File: config.mk
export PLATFORM = sky130hd
export DESIGN_NAME = sas_front_flat
export DESIGN_NICKNAME = d
export VERILOG_FILES = /design/src/rtl/core/sas_pkg.sv /design/src/rtl/core/sas_if.sv /design/src/rtl/core/sas_front.sv /design/src/flat_wrapper.sv
export SDC_FILE = /design/constraint.sdc
export NUM_CORES = 1
export LEC_CHECK = 0
export ABC_CLOCK_PERIOD_IN_PS = 4800
export BUFFER_PORTS_ARGS = -buffer_cell sky130_fd_sc_hd__clkbuf_2
export CORE_AREA = 4 4 115 117
export DETAILED_ROUTE_END_ITERATION = 10
export DIE_AREA = 0 0 119 121
export PLACE_DENSITY = 0.73
export SYNTH_ARGS = -nofsm -noshare
export SYNTH_HDL_FRONTEND = slang
export SYNTH_SLANG_ARGS = --single-unit
File: constraint.sdc
create_clock -name clk_i -period 4.8 [get_ports clk_i]
set_clock_uncertainty 0.2 [all_clocks]
set_input_delay 0.24 -clock clk_i [delete_from_list [all_inputs] [get_ports clk_i]]
set_output_delay 0.24 -clock clk_i [all_outputs]
set_load 0.01 [all_outputs]
File: src/rtl/core/sas_pkg.sv
package sas_pkg;

  localparam int unsigned NumSets        = 16;
  localparam int unsigned PatternsPerSet = 16;
  localparam int unsigned TimeBits       = 24;
  localparam int unsigned SetBits        = 4;
  localparam int unsigned PatBits        = 4;
  localparam int unsigned CntBits        = 5;
  localparam int unsigned TabDepth       = NumSets * PatternsPerSet;
  localparam int unsigned TabBits        = SetBits + PatBits;
  localparam int unsigned QueueDepth     = 2;

  typedef enum logic [3:0] {
    MODE_TICK      = 4'd0,
    MODE_START     = 4'd1,
    MODE_QUEUE     = 4'd2,
    MODE_CHG_SET   = 4'd3,
    MODE_CHG_LOOP  = 4'd4,
    MODE_PAUSE     = 4'd5,
    MODE_RESUME    = 4'd6,
    MODE_CLEAR     = 4'd7,
    MODE_WR_PAT    = 4'd8,
    MODE_WR_SET    = 4'd9,
    MODE_NOP_A     = 4'd10,
    MODE_NOP_B     = 4'd11,
    MODE_NOP_C     = 4'd12,
    MODE_NOP_D     = 4'd13,
    MODE_NOP_E     = 4'd14,
    MODE_NOP_F     = 4'd15
  } mode_e;

  typedef struct packed {
    logic [3:0]  mode;
    logic [3:0]  set_index;
    logic [3:0]  pattern_index;
    logic        loop_flag;
    logic        real_time_flag;
    logic [15:0] game_time_delta;
    logic [15:0] real_time_delta;
    logic [23:0] time_value;
    logic [4:0]  pattern_count;
  } cmd_t;

  typedef struct packed {
    logic        pattern_valid;
    logic [3:0]  pattern_index_res;
    logic [3:0]  current_set;
    logic [23:0] current_time;
    logic        running;
    logic        holding_end;
  } res_t;

  typedef enum logic [3:0] {
    ST_IDLE,
    ST_CHECK,
    ST_TOTAL,
    ST_MOD,
    ST_SEARCH_RD,
    ST_SEARCH,
    ST_HOLD_RD,
    ST_HOLD,
    ST_DONE
  } state_e;

endpackage

File: src/rtl/core/sas_if.sv
interface sas_cmd_if;
  sas_pkg::cmd_t data;
  logic valid;
  logic ready;
  modport source (output valid, output data, input ready);
  modport sink (input valid, input data, output ready);
endinterface


File: src/rtl/core/sas_front.sv
module sas_front (
  input  logic                clk_i,
  input  logic                rst_ni,
  sas_cmd_if.sink             cmd_in,
  output sas_pkg::cmd_t       q_data_o,
  output logic                q_valid_o,
  input  logic                q_pop_i
);
  // small command queue between the accepting side and the executing side
  sas_pkg::cmd_t  mem_q [sas_pkg::QueueDepth];
  logic           wp_q, wp_d, rp_q, rp_d;
  logic [1:0]     cnt_q, cnt_d;
  logic           push;

  assign push          = cmd_in.valid && cmd_in.ready;
  assign cmd_in.ready  = (cnt_q != 2'(sas_pkg::QueueDepth));
  assign q_valid_o     = (cnt_q != 2'd0);
  assign q_data_o      = mem_q[rp_q];

  always_comb begin
    wp_d  = push ? ~wp_q : wp_q;
    rp_d  = q_pop_i ? ~rp_q : rp_q;
    cnt_d = cnt_q + {1'b0, push} - {1'b0, q_pop_i};
  end

  always_ff @(posedge clk_i or negedge rst_ni) begin
    if (!rst_ni) begin
      wp_q  <= 1'b0;
      rp_q  <= 1'b0;
      cnt_q <= 2'd0;
    end else begin
      wp_q  <= wp_d;
      rp_q  <= rp_d;
      cnt_q <= cnt_d;
    end
  end

  always_ff @(posedge clk_i) begin
    if (push) begin
      mem_q[wp_q] <= cmd_in.data;
    end
  end
endmodule

File: src/flat_wrapper.sv
// flat-port wrapper written by rule: the top's interface ports become plain ports
module sas_front_flat 
  (clk_i, rst_ni, q_data_o, q_valid_o, q_pop_i, cmd_in_valid, cmd_in_data, cmd_in_ready);
  sas_cmd_if cmd_in_i ();
  input  logic clk_i;
  input  logic rst_ni;
  output sas_pkg::cmd_t q_data_o;
  output logic q_valid_o;
  input  logic q_pop_i;
  input wire logic [$bits(cmd_in_i.valid)-1:0] cmd_in_valid;
  input wire logic [$bits(cmd_in_i.data)-1:0] cmd_in_data;
  output wire logic [$bits(cmd_in_i.ready)-1:0] cmd_in_ready;
  assign cmd_in_i.valid = cmd_in_valid;
  assign cmd_in_i.data = cmd_in_data;
  assign cmd_in_ready = cmd_in_i.ready;
  sas_front u_core (.clk_i(clk_i), .rst_ni(rst_ni), .cmd_in(cmd_in_i), .q_data_o(q_data_o), .q_valid_o(q_valid_o), .q_pop_i(q_pop_i));
endmodule
==> impl_metrics.ini <==
[synthesis]
synth_edf_count = 150
synthMuxAreaShare_pct = 17.43
synth_nets = 331
synth_compound_area_share_pct = 0
yosysSeqAreaShare_pct = 79.88
synth_fa_ha_area_share_pct = 0.2171
synth_largest_area_cell = edfxtp_1
async_reset_ff_share_pct = 2.597
synthSimpleGateAreaFrac_pct = 0.6295
synth_top_family_by_area = multiplexers
synth_area_per_cell_um2 = 22.97
ys.warnings.count = 0
syn_inst = 251
synth.most_common_cell = edfxtp_1
ys.flop_type = edfxtp_1
yosys_register_bits = 154
synth-xor-area-share_pct = 0.6078
synth_area_um2 = 5764
synth_top_area_share_pct = 78.14
synth.top_cells.by_count = edfxtp_1 (150), mux2_4 (40), mux2_2 (35), buf_6 (4), dfrtp_1 (4)
ys_types = 18
ys_top_cells_by_area = edfxtp_1 (78%), mux2_4 (10%), mux2_2 (6.8%)

[clock_tree]
cts_made_buffers = 17
cts_root_buffer = clkbuf_16
clkSinkCount = 154
cts_tree = done
cts.path.max_buffers = 2
worstSkewPairLatency_ps = 410
htree_num_levels = 4
path_clk_slew_ps = 50

[worst_setup_path]
worstPathRequired_ps = 4360
cp-end-kind = output port
crit_path_max_fanout = 65
worstPathArrival_ps = 2430
setup.worst_path.class = flip-flop to output port
ff2ff_setup_slack_ps = 2590
r2r-end = u_core.mem_q[0][47]
r2r_cells = 4
r2r_start = u_core.cnt_q[0]
cp-start-kind = flip-flop

[route]
postRouteWirelength_um = 11150
drc = 0
dr.pass1.iters = 4
drt-wirelength-per-cell_um = 16.35
drt_iter0_drc = 189
postRouteAntennaNets = 0
vias = 3167
vias_per_cell = 4.644

[place]
port_buffers = 155
dpl.hpwl_um = 6624
gp_congestion = 0.7037
pre_cts_slack_ps = 2314
postPlaceCellArea_um2 = 6726

[min_path]
hold_depth = 1
hold_class = flip-flop to flip-flop
min_from = u_core.wp_q
min_to = u_core.wp_q

[timing]
maxSlewViolCount = 0
finalHoldViolCount = 0
finalCritPeriodShare_pct = 59.81
relSlewSlack_pct = 30.10
clock.fmax_mhz = 348.3
layout_setup_ws_ps = 1929
tns_ps = 0
worst_slew_pin_slew_ps = 1049
setup_viol = 0
rsz0062_at_grt = no
fin_crit_ps = 2871
worst_hold_slack_ps = 360.1

[floorplan]
die_area_um2 = 14400
num_io_pins = 156
die_h_um = 121
core_um2 = 12360
start_util_pct = 46.62
row_count = 41
die_w_um = 119

[pwr]
swShare_pct = 28.11
switching_power_mw = 1.283
p_comb_share_pct = 28.4
p_seq_share_pct = 44.8
p_per_area_nw_per_um2 = 566.6
vdd_ir_drop_max_mv = 0.3258
p_int_mw = 3.281
p_clk_share_pct = 26.8
power_leakage_nw = 3.200

[cells_and_area]
final_area_um2 = 8056
seq_area_um2 = 4608
multi_input_area_um2 = 1101
nFillCells = 865
drive_above_1_share_pct = 51.37
fin_nets = 579
area_growth_pct = 39.77
antenna_cells = 0

[global_routing]
grt_max_degree = 76
grt_pass1_vias = 3514
grt_pass1_wl_um = 17760
antenna_found_initial = 0
globalRouteTotalUtil_pct = 16.18
grt-ovfl-total = 0

[job]
max-cap-violations = 0

[outcome]
status = finished clean
per-stage QoR:
stage / total power, mW / std cells / util (%)
floorplan: 2.887 / 251 / -
CTS: 4.611 / 682 / 65.17
detailed placement: 3.335 / 573 / 54.41
global route: 4.791 / 682 / 65.17
finish: 4.565 / 682 / 65.17
global placement: 3.302 / 573 / 54.41
how the worst max path moves through the flow:
stage	startpoint	endpoint	slack (ps)	depth (start not counted)
floorplan	u_core.cnt_q[0]	u_core.mem_q[0][0]	290	3
global route	u_core.rp_q	q_data_o[3]	1800	3
global placement	u_core.rp_q	q_data_o[3]	2330	3
detailed placement	u_core.rp_q	q_data_o[3]	2310	3
finish	u_core.rp_q	q_data_o[3]	1930	3
CTS	u_core.rp_q	q_data_o[3]	1870	3
registers in the layout (all words and copies together) (netlist names):
register and cells:
u_core.wp_q 1, u_core.cnt_q 2, u_core.mem_q 150, u_core.rp_q 1
worst max-delay path, stage by stage, from the launching register on:
cell and delay [ps]:
dfrtp_4 1110, buf_4 390, mux2_2 360, clkbuf_2 130
cell families (layout without fill, tap and decap cells):
| logic type | count (synthesis) | in the layout |
|---|---|---|
| DFF | 154 | 154 |
| muxes | 76 | 76 |
| buffers and inverters | 9 | 268 |
| and+or+nand+nor | 7 | 7 |
| xor gates and xnor gates | 4 | 4 |
| adders and majority gates | 1 | 1 |
area by class of cell:
class | instances | share of cell area, %
clock inverter | 11 | 1.320
inverter | 1 | 0.04659
sequential | 154 | 57.20
clock buffer | 19 | 5.374
timing repair buffer | 237 | 19.72
tap | 172 | 2.671
multi-input combinational | 88 | 13.67
placed cells by master (no fill, tap or decap):
cell	netlist	final
nor2_4	0	1
mux2i_1	1	1
nand2b_1	1	1
or2_2	1	1
and3_4	0	1
clkbuf_16	0	17
inv_1	1	1
xnor2_1	2	2
mux2_4	40	40
clkinvlp_4	0	2
dfrtp_1	4	3
dfrtp_4	0	1
edfxtp_1	150	150
buf_4	1	3
ha_1	1	1
dlygate4sd3_1	0	79
xor2_1	2	2
clkinv_1	0	3
nand2_1	2	2
nor2b_1	1	1
clkinv_2	0	4
bufinv_16	0	2
clkbuf_2	0	155
clkbuf_1	0	2
mux2_2	35	35
power groups by stage:
| stage | logic (mW) | clock network (mW) | registers [mW] |
|---|---|---|---|
| 4_1_cts | 1.31 | 1.25 | 2.05 |
| 6_report | 1.30 | 1.22 | 2.05 |
| 2_1_floorplan | 0.942 | 0 | 1.95 |
| 5_1_grt | 1.39 | 1.32 | 2.08 |
| 3_3_place_gp | 1.24 | 0 | 2.06 |
| 3_5_place_dp | 1.25 | 0 | 2.08 |
routing by layer:
metal  vias up  share of wire (%)  global-route usage (%)
met5         -                  0                       0
met4         0                2.0                   7.676
met3        20                7.1                   5.781
met2       124                 51                   27.66
met1      1537                 40                   18.06
li1       1486                  -                       -
repair_timing:
| action | CTS | global route |
|---|---|---|
| resized for setup | 0 | 0 |
| hold endpoints to repair | 158 | 0 |
| hold buffers | 79 | 0 |
| buffers inserted | 0 | 0 |
(Power assumes the default switching activity.)
